**config.mk**
```make
export PLATFORM = sky130hd
export DESIGN_NAME = lsf_back_flat
export DESIGN_NICKNAME = d
export VERILOG_FILES = /design/src/hdl/lsf_pkg.sv /design/src/hdl/lsf_fit_if.sv /design/src/hdl/lsf_back.sv /design/src/flat_wrapper.sv
export SDC_FILE = /design/constraint.sdc
export NUM_CORES = 2
export LEC_CHECK = 0
export BUFFER_PORTS_ARGS = -buffer_cell sky130_fd_sc_hd__buf_2
export CAP_MARGIN = 5
export CORE_AREA = 2 2 376 378
export CTS_CLUSTER_SIZE = 30
export DETAILED_ROUTE_END_ITERATION = 6
export DIE_AREA = 0 0 378 380
export PLACE_DENSITY_LB_ADDON = 0.12
export SYNTH_ARGS = -nofsm -noshare
export SYNTH_HDL_FRONTEND = slang
export SYNTH_SLANG_ARGS = --single-unit
```
**constraint.sdc**
```tcl
create_clock -name clk -period 12.7 [get_ports clk]
set_input_delay 3.175 -clock clk [delete_from_list [all_inputs] [get_ports clk]]
set_output_delay 3.175 -clock clk [all_outputs]
set_load 0.01 [all_outputs]
```
**src/hdl/lsf_pkg.sv**
```systemverilog
// ----------------------------------------------------------------------------
// lsf_pkg - shared types and constants of the line fit unit
// sum widths, datapath widths, status codes and inter-module structs
// ----------------------------------------------------------------------------
`default_nettype none

package lsf_pkg;

    // set size and sample format
    localparam int MAX_PAIRS   = 1024;
    localparam int SAMPLE_W    = 16;
    localparam int CNT_W       = $clog2(MAX_PAIRS + 1);
    localparam int SUM_W       = SAMPLE_W + CNT_W;
    localparam int SQ_W        = 2 * SAMPLE_W + CNT_W;

    // shared multiplier: operands split into digits
    localparam int DIG_W       = 16;
    localparam int N_DIG       = (SQ_W + DIG_W - 1) / DIG_W;
    localparam int OP_W        = N_DIG * DIG_W;
    localparam int PP_W        = OP_W + DIG_W;
    localparam int PROD_W      = 2 * OP_W;
    localparam int N_PROD      = 6;
    localparam int PIDX_W      = $clog2(N_PROD);
    localparam int DIGC_W      = $clog2(N_DIG + 1);

    // divider
    localparam int DEN_W       = CNT_W + SQ_W;
    localparam int NUM_W       = SUM_W + SQ_W + 1;
    localparam int RES_W       = 32;
    localparam int SLOPE_SHIFT = 16;
    localparam int ICEPT_SHIFT = 8;
    localparam int DVD_W       = NUM_W + SLOPE_SHIFT;
    localparam int DCNT_W      = $clog2(DVD_W + 1);

    localparam logic [RES_W-1:0] RES_MAX = {1'b0, {(RES_W-1){1'b1}}};
    localparam logic [RES_W-1:0] RES_MIN = {1'b1, {(RES_W-1){1'b0}}};

    // queue between front and back
    localparam int QUEUE_DEPTH = 2;
    localparam int QPTR_W      = (QUEUE_DEPTH > 1) ? $clog2(QUEUE_DEPTH) : 1;
    localparam int QFILL_W     = $clog2(QUEUE_DEPTH + 1);

    typedef enum logic [1:0] {
        STATUS_OK       = 2'd0,
        STATUS_DEGEN    = 2'd1,
        STATUS_OVERFLOW = 2'd2
    } lsf_status_t;

    // snapshot of one finished set
    typedef struct packed {
        logic [CNT_W-1:0]        count;
        logic signed [SUM_W-1:0] sum_x;
        logic signed [SUM_W-1:0] sum_y;
        logic signed [SQ_W-1:0]  sum_xy;
        logic signed [SQ_W-1:0]  sum_xx;
        logic                    overflow;
    } lsf_sums_t;

    typedef struct packed {
        logic             start;
        logic             neg;
        logic             icept;
        logic [NUM_W-1:0] mag;
        logic [DEN_W-1:0] den;
    } lsf_div_req_t;

    typedef struct packed {
        logic             done;
        logic [RES_W-1:0] value;
    } lsf_div_rsp_t;

endpackage

`default_nettype wire

```
**src/hdl/lsf_fit_if.sv**
```systemverilog
// ----------------------------------------------------------------------------
// lsf_fit_if - fit result channel
// valid/ready channel carrying slope, intercept and status of one set
// ----------------------------------------------------------------------------
`default_nettype none

interface lsf_fit_if;
    import lsf_pkg::*;

    logic                    valid;
    logic                    ready;
    logic signed [RES_W-1:0] slope;
    logic signed [RES_W-1:0] intercept;
    lsf_status_t             status;

    modport source (output valid, output slope, output intercept, output status,
                    input ready);
    modport sink   (input valid, input slope, input intercept, input status,
                    output ready);
endinterface

`default_nettype wire

```
**src/hdl/lsf_back.sv**
```systemverilog
// ----------------------------------------------------------------------------
// lsf_back - fit solver
// forms the normal-equation terms on a digit multiplier, divides, and holds
// the result word
// ----------------------------------------------------------------------------
`default_nettype none

module lsf_back (
    input  wire logic                 clk,
    input  wire logic                 rst_n,
    input  wire logic                 q_empty,
    input  wire lsf_pkg::lsf_sums_t   q_head,
    output logic                      q_pop,
    output lsf_pkg::lsf_div_req_t     div_req,
    input  wire lsf_pkg::lsf_div_rsp_t div_rsp,
    lsf_fit_if.source                 fit
);
    import lsf_pkg::*;

    typedef enum logic [3:0] {
        S_IDLE,
        S_LOAD,
        S_STEP,
        S_ACC,
        S_SLOPE_GO,
        S_SLOPE_WAIT,
        S_ICEPT_GO,
        S_ICEPT_WAIT,
        S_DONE
    } back_state_t;

    // product order: den = n*sxx - sx*sx, slope num = n*sxy - sx*sy,
    // intercept num = sy*sxx - sx*sxy
    localparam logic [PIDX_W-1:0] P_N_SXX  = PIDX_W'(0);
    localparam logic [PIDX_W-1:0] P_SX_SX  = PIDX_W'(1);
    localparam logic [PIDX_W-1:0] P_N_SXY  = PIDX_W'(2);
    localparam logic [PIDX_W-1:0] P_SX_SY  = PIDX_W'(3);
    localparam logic [PIDX_W-1:0] P_SY_SXX = PIDX_W'(4);
    localparam logic [PIDX_W-1:0] P_SX_SXY = PIDX_W'(5);
    localparam logic [PIDX_W-1:0] P_LAST   = PIDX_W'(N_PROD - 1);

    back_state_t               state_reg;
    lsf_sums_t                 sums_reg;
    logic [PIDX_W-1:0]         pidx_reg;
    logic [DIGC_W-1:0]         dig_reg;
    logic [OP_W-1:0]           a_mag_reg;
    logic [OP_W-1:0]           b_mag_reg;
    logic                      neg_reg;
    logic [PROD_W-1:0]         acc_reg;
    logic signed [PROD_W-1:0]  den_reg;
    logic signed [PROD_W-1:0]  num_s_reg;
    logic signed [PROD_W-1:0]  num_i_reg;
    logic [RES_W-1:0]          slope_reg;
    logic [RES_W-1:0]          icept_reg;
    logic                      out_valid_reg;
    logic [RES_W-1:0]          out_slope_reg;
    logic [RES_W-1:0]          out_icept_reg;
    lsf_status_t               out_status_reg;

    logic signed [OP_W-1:0]    op_a;
    logic signed [OP_W-1:0]    op_b;
    logic [OP_W-1:0]           a_abs;
    logic [OP_W-1:0]           b_abs;
    logic [PP_W-1:0]           pp;
    logic [PROD_W-1:0]         acc_step;
    logic signed [PROD_W-1:0]  prod_s;
    logic signed [PROD_W-1:0]  num_sel;
    logic [PROD_W-1:0]         num_abs;
    logic                      den_zero;
    logic                      out_free;

    always_comb
    begin
        unique case (pidx_reg)
            P_N_SXX:
            begin
                op_a = OP_W'(sums_reg.count);
                op_b = OP_W'($signed(sums_reg.sum_xx));
            end
            P_SX_SX:
            begin
                op_a = OP_W'($signed(sums_reg.sum_x));
                op_b = OP_W'($signed(sums_reg.sum_x));
            end
            P_N_SXY:
            begin
                op_a = OP_W'(sums_reg.count);
                op_b = OP_W'($signed(sums_reg.sum_xy));
            end
            P_SX_SY:
            begin
                op_a = OP_W'($signed(sums_reg.sum_x));
                op_b = OP_W'($signed(sums_reg.sum_y));
            end
            P_SY_SXX:
            begin
                op_a = OP_W'($signed(sums_reg.sum_y));
                op_b = OP_W'($signed(sums_reg.sum_xx));
            end
            P_SX_SXY:
            begin
                op_a = OP_W'($signed(sums_reg.sum_x));
                op_b = OP_W'($signed(sums_reg.sum_xy));
            end
            default:
            begin
                op_a = '0;
                op_b = '0;
            end
        endcase
    end

    assign a_abs    = op_a[OP_W-1] ? OP_W'(-op_a) : OP_W'(op_a);
    assign b_abs    = op_b[OP_W-1] ? OP_W'(-op_b) : OP_W'(op_b);
    assign pp       = PP_W'(a_mag_reg) * PP_W'(b_mag_reg[OP_W-1 -: DIG_W]);
    assign acc_step = (acc_reg << DIG_W) + PROD_W'(pp);
    assign prod_s   = neg_reg ? -$signed(acc_reg) : $signed(acc_reg);
    assign num_sel  = (state_reg == S_ICEPT_GO) ? num_i_reg : num_s_reg;
    assign num_abs  = num_sel[PROD_W-1] ? PROD_W'(-num_sel) : PROD_W'(num_sel);
    assign den_zero = den_reg == '0;
    assign out_free = !out_valid_reg || fit.ready;

    assign q_pop         = (state_reg == S_IDLE) && !q_empty;
    assign div_req.start = (state_reg == S_SLOPE_GO) || (state_reg == S_ICEPT_GO);
    assign div_req.icept = state_reg == S_ICEPT_GO;
    assign div_req.neg   = num_sel[PROD_W-1];
    assign div_req.mag   = num_abs[NUM_W-1:0];
    assign div_req.den   = den_reg[DEN_W-1:0];

    assign fit.valid     = out_valid_reg;
    assign fit.slope     = out_slope_reg;
    assign fit.intercept = out_icept_reg;
    assign fit.status    = out_status_reg;

    always_ff @(posedge clk or negedge rst_n)
    begin
        if (!rst_n)
        begin
            state_reg      <= S_IDLE;
            sums_reg       <= '0;
            pidx_reg       <= '0;
            dig_reg        <= '0;
            a_mag_reg      <= '0;
            b_mag_reg      <= '0;
            neg_reg        <= 1'b0;
            acc_reg        <= '0;
            den_reg        <= '0;
            num_s_reg      <= '0;
            num_i_reg      <= '0;
            slope_reg      <= '0;
            icept_reg      <= '0;
            out_valid_reg  <= 1'b0;
            out_slope_reg  <= '0;
            out_icept_reg  <= '0;
            out_status_reg <= STATUS_OK;
        end
        else
        begin
            // the done state reloads the word itself when it is taken
            if (out_valid_reg && fit.ready && (state_reg != S_DONE))
            begin
                out_valid_reg <= 1'b0;
            end
            unique case (state_reg)
                S_IDLE:
                begin
                    if (!q_empty)
                    begin
                        sums_reg  <= q_head;
                        pidx_reg  <= '0;
                        state_reg <= S_LOAD;
                    end
                end
                S_LOAD:
                begin
                    a_mag_reg <= a_abs;
                    b_mag_reg <= b_abs;
                    neg_reg   <= op_a[OP_W-1] ^ op_b[OP_W-1];
                    acc_reg   <= '0;
                    dig_reg   <= '0;
                    state_reg <= S_STEP;
                end
                S_STEP:
                begin
                    // top digit first
                    acc_reg   <= acc_step;
                    b_mag_reg <= b_mag_reg << DIG_W;
                    dig_reg   <= dig_reg + 1'b1;
                    if (dig_reg == DIGC_W'(N_DIG - 1))
                    begin
                        state_reg <= S_ACC;
                    end
                end
                S_ACC:
                begin
                    unique case (pidx_reg) inside
                        P_N_SXX, P_SX_SX:
                        begin
                            den_reg <= pidx_reg[0] ? den_reg - prod_s : prod_s;
                        end
                        P_N_SXY, P_SX_SY:
                        begin
                            num_s_reg <= pidx_reg[0] ? num_s_reg - prod_s : prod_s;
                        end
                        P_SY_SXX, P_SX_SXY:
                        begin
                            num_i_reg <= pidx_reg[0] ? num_i_reg - prod_s : prod_s;
                        end
                        default:
                        begin
                            den_reg <= den_reg;
                        end
                    endcase
                    if (pidx_reg == P_LAST)
                    begin
                        // no x spread: skip the division
                        state_reg <= den_zero ? S_DONE : S_SLOPE_GO;
                    end
                    else
                    begin
                        pidx_reg  <= pidx_reg + 1'b1;
                        state_reg <= S_LOAD;
                    end
                end
                S_SLOPE_GO:
                begin
                    state_reg <= S_SLOPE_WAIT;
                end
                S_SLOPE_WAIT:
                begin
                    if (div_rsp.done)
                    begin
                        slope_reg <= div_rsp.value;
                        state_reg <= S_ICEPT_GO;
                    end
                end
                S_ICEPT_GO:
                begin
                    state_reg <= S_ICEPT_WAIT;
                end
                S_ICEPT_WAIT:
                begin
                    if (div_rsp.done)
                    begin
                        icept_reg <= div_rsp.value;
                        state_reg <= S_DONE;
                    end
                end
                S_DONE:
                begin
                    if (out_free)
                    begin
                        out_valid_reg <= 1'b1;
                        out_slope_reg <= den_zero ? '0 : slope_reg;
                        out_icept_reg <= den_zero ? '0 : icept_reg;
                        if (sums_reg.overflow)
                        begin
                            out_status_reg <= STATUS_OVERFLOW;
                        end
                        else if (den_zero)
                        begin
                            out_status_reg <= STATUS_DEGEN;
                        end
                        else
                        begin
                            out_status_reg <= STATUS_OK;
                        end
                        state_reg <= S_IDLE;
                    end
                end
                default:
                begin
                    state_reg <= S_IDLE;
                end
            endcase
        end
    end

endmodule

`default_nettype wire

```
**src/flat_wrapper.sv**
```systemverilog
// flat-port wrapper written by rule: the top's interface ports become plain ports
module lsf_back_flat import lsf_pkg::*;
  (clk, rst_n, q_empty, q_head, q_pop, div_req, div_rsp, fit_valid, fit_slope, fit_intercept, fit_status, fit_ready);
  lsf_fit_if fit_i ();
  input  wire logic clk;
  input  wire logic rst_n;
  input  wire logic q_empty;
  input  wire lsf_pkg::lsf_sums_t q_head;
  output logic q_pop;
  output lsf_pkg::lsf_div_req_t div_req;
  input  wire lsf_pkg::lsf_div_rsp_t div_rsp;
  output wire logic [$bits(fit_i.valid)-1:0] fit_valid;
  output wire logic [$bits(fit_i.slope)-1:0] fit_slope;
  output wire logic [$bits(fit_i.intercept)-1:0] fit_intercept;
  output wire logic [$bits(fit_i.status)-1:0] fit_status;
  input wire logic [$bits(fit_i.ready)-1:0] fit_ready;
  assign fit_valid = fit_i.valid;
  assign fit_slope = fit_i.slope;
  assign fit_intercept = fit_i.intercept;
  assign fit_status = fit_i.status;
  assign fit_i.ready = fit_ready;
  lsf_back u_core (.clk(clk), .rst_n(rst_n), .q_empty(q_empty), .q_head(q_head), .q_pop(q_pop), .div_req(div_req), .div_rsp(div_rsp), .fit(fit_i));
endmodule
```
==> impl_metrics.yaml <==
yosys:
  synth_area_sq_um: 81670
  syn_inst: 9827
  synth_area_per_cell_sq_um: 8.311
  synthArstFlopShare_pct: 100.0
  ys.flop_type: "dfrtp_1"
  yosysUniqueCellTypes: 86
  ys_warn_count: 0
  synth_edf_count: 0
  ys_ff_latch: 773
  synth_fp_nets: 11156
  yosysSeqAreaShare_pct: 23.69
clock_tree:
  cts_tree: "done"
  cts_buffers: 94
  clkLatencyLatePin_ps: 790
  clock-sinks: 773
  holdBufCountCts: 0
  cts_setup_buffers: 0
  cts.path.max_buffers: 3
  htree_levels: 3
  cts_resized: 0
  cts.clk_slew.worst_paths_ps: 60
  cts-root-buf: "clkbuf_16"
timing:
  report.final.slew_viol_count: 0
  rsz0062_at_grt: "false"
  maxSlewHeadroom_pct: 12.85
  hold_viol_final: 0
  period_needed_ps: 10680
  tightest_slew_ps: 1307
  fin_setup_tns_ps: 0
  period_share_pct: 84.06
  fmax_ghz: 0.09367
  setup_viol: 0
  finClkSkew_ps: 109.3
floorplanning:
  boundaryPins: 385
  die_h_um: 380
  coreArea_sq_um: 139200
  num_rows: 137
  die_area_sq_um: 143600
  dieWidth_um: 378
  start_util_pct: 58.67
detailed_routing:
  dr.pass1.iters: 7
  wire_per_inst_um: 24.61
  ant_nets: 0
  drc: 2
  vias_per_cell: 6.221
  routed_wirelength_um: 290000
  drtIter0Drc: 6851
  num_vias: 73301
final_layout:
  final_cells: 11782
  layout.nets: 11136
  synthToLayoutAreaGrowth_pct: 7.565
  finalInstanceArea_sq_um: 87850
  largest_register_ffs: 152
  drive_gt1_share_pct: 9.839
place:
  hpwl_um: 225200
  portBuffers: 384
  placed_cell_area_sq_um: 84540
  dp.cells: 11587
  gp_congestion: 1.029
critical_path:
  crit_type: "reg2out"
  crit_path_end_kind: "output port"
  max_stage_delay_ps: 780
  critPathLaunchType: "register"
  critical-path-top-delay-family: "simple AND/OR/NAND/NOR gates"
  critPathSlowestCell: "clkinv_2"
  worstPathArrival_ps: 7500
  critPathRequiredTime_ps: 9520
  cp.buffers_inverters: 4
  critPathMaxFanout: 53
  cp_cell_sequence: "nand4bb_4 -> buf_4 -> clkinv_2 -> buf_4 -> mux2i_1 -> nand4_1 -> nor4b_1 -> and3_1 -> and4_1 -> o211ai_1 -> nor2_1 -> o211ai_1 -> nor2_1 -> o21ai_0 -> o21ai_0 -> xor2_1 -> buf_2"
grt:
  grt_pass1_vias: 73469
  antenna_found_initial: 37
  grt_usage_pct: 40.09
  grt_pass1_wl_um: 441500
  grt_overflow: 0
  grt_max_degree: 148
worst_hold_path:
  hold_class: "reg2reg"
outcome:
  status: "complete, but fails checks"
  failed_checks: "design-rule violations"
flow_run:
  maxCapViolCount: 0
-- through the flow --
stage	hold slack [ps]	setup WS, ps	util, %
2_1_floorplan	448.9	4097	-
3_3_place_gp	457.3	3434	60.74
4_1_cts	479.2	2348	63.07
3_5_place_dp	465.3	3227	60.74
5_1_grt	504.9	1608	63.11
6_report	474.2	2025	63.11
-- per-layer routing --
layer  global-route usage (%)  up-vias  part of all wire (%)  wire, um
met2                    64.67     3544                    47    135200
met3                    7.377      929                   8.0     23110
li1                         -    32988                     -         -
met4                    25.09        8                   7.4     21410
met1                    49.70    35832                    38    110300
met5                        0        -                 0.020        57
-- final timing paths --
path | startpoint | endpoint | slack, ps | cells after the start
max reg2reg | u_core.b_mag_reg[37] | u_core.acc_reg[95] | 3070 | 26
max | u_core.state_reg[3] | div_req[123] | 2020 | 17
min reg2reg | u_core.fit.intercept[7] | u_core.fit.intercept[7] | 470 | 2
min in group asynchronous | rst_n | u_core.num_s_reg[53] | 2370 | 1
min | u_core.fit.intercept[7] | u_core.fit.intercept[7] | 470 | 2
max in group asynchronous | rst_n | u_core.a_mag_reg[44] | 7850 | 3
-- cell families after synthesis --
kind of cell             count (synthesis)  share of synthesized area [%]
adder cells (fa/ha/maj)               1140                          23.84
AND/OR/NAND/NOR                       2974                          16.67
flip-flops                             773                          23.69
multiplexers                           308                          4.117
AO/OA/AOI/OAI                         2412                          17.73
buffers and inverters                 1651                          7.852
XOR/XNOR                               569                          6.111
-- cell type report --
type                            instances  area (sq um)
Antenna cell                           27         67.56
Clock buffer                          123          2631
Clock inverter                         45         606.8
Fill cell                           12128         51340
Inverter                             1019          3826
Multi-Input combinational cell       7403         56050
Sequential cell                       773         19350
Tap cell                             1876          2347
Timing Repair Buffer                  516          2973
-- Yosys cell counts (36+ instances only) --
cell,number,area share (%)
a221oi_1,45,0.48
dfrtp_1,773,24
and2_1,300,2.3
a21o_1,210,1.9
nor2_1,445,2.0
nand2_1,1501,6.9
buf_4,54,0.50
nor4_1,55,0.42
clkbuf_1,549,2.5
and3_1,39,0.30
nor3_1,136,0.83
xor2_1,268,2.9
mux2i_1,85,1.0
a22o_1,45,0.48
fa_1,693,17
o21a_1,47,0.43
a31oi_1,63,0.48
inv_1,1019,4.7
a21oi_1,765,4.7
o31ai_1,64,0.59
a22oi_1,54,0.50
ha_1,447,6.8
or3_1,45,0.34
o21bai_1,78,0.72
nand3_1,113,0.69
nand4_1,146,1.1
mux2_2,223,3.1
o21ai_0,797,4.9
xnor2_1,300,3.2
a211oi_1,36,0.33
nor2b_1,44,0.34
-- worst register-to-register path: stages (launching register included) --
cell	delay, ps
dfrtp_1	1200
buf_4	450
and2_1	220
fa_1	420
inv_1	100
fa_1	430
fa_1	510
inv_1	50
fa_1	480
fa_1	550
inv_1	60
fa_1	530
inv_1	50
ha_1	340
and2_1	220
nand4_1	110
o211ai_1	340
a21oi_1	330
o21ai_0	480
a31oi_1	280
a221oi_1	570
a31o_2	290
a31oi_1	270
nor3_1	730
nand4_1	210
xor2_1	180
o21ai_0	150
-- cells in the final DEF (no fill, tap or decap), drive strengths merged, types with 63 or more instances in the layout --
master	instances
a21o	210
a21oi	765
a31oi	63
and2	301
buf	516
clkbuf	123
dfrtp	773
fa	693
ha	447
inv	1022
mux2	223
mux2i	85
nand2	1501
nand3	113
nand4	146
nor2	445
nor3	137
o21ai	799
o21bai	78
o31ai	64
xnor2	300
xor2	269
Power is left out: the tool's default activity adds up to more than one toggle a clock period on the data nets, which glitch-free logic cannot reach.
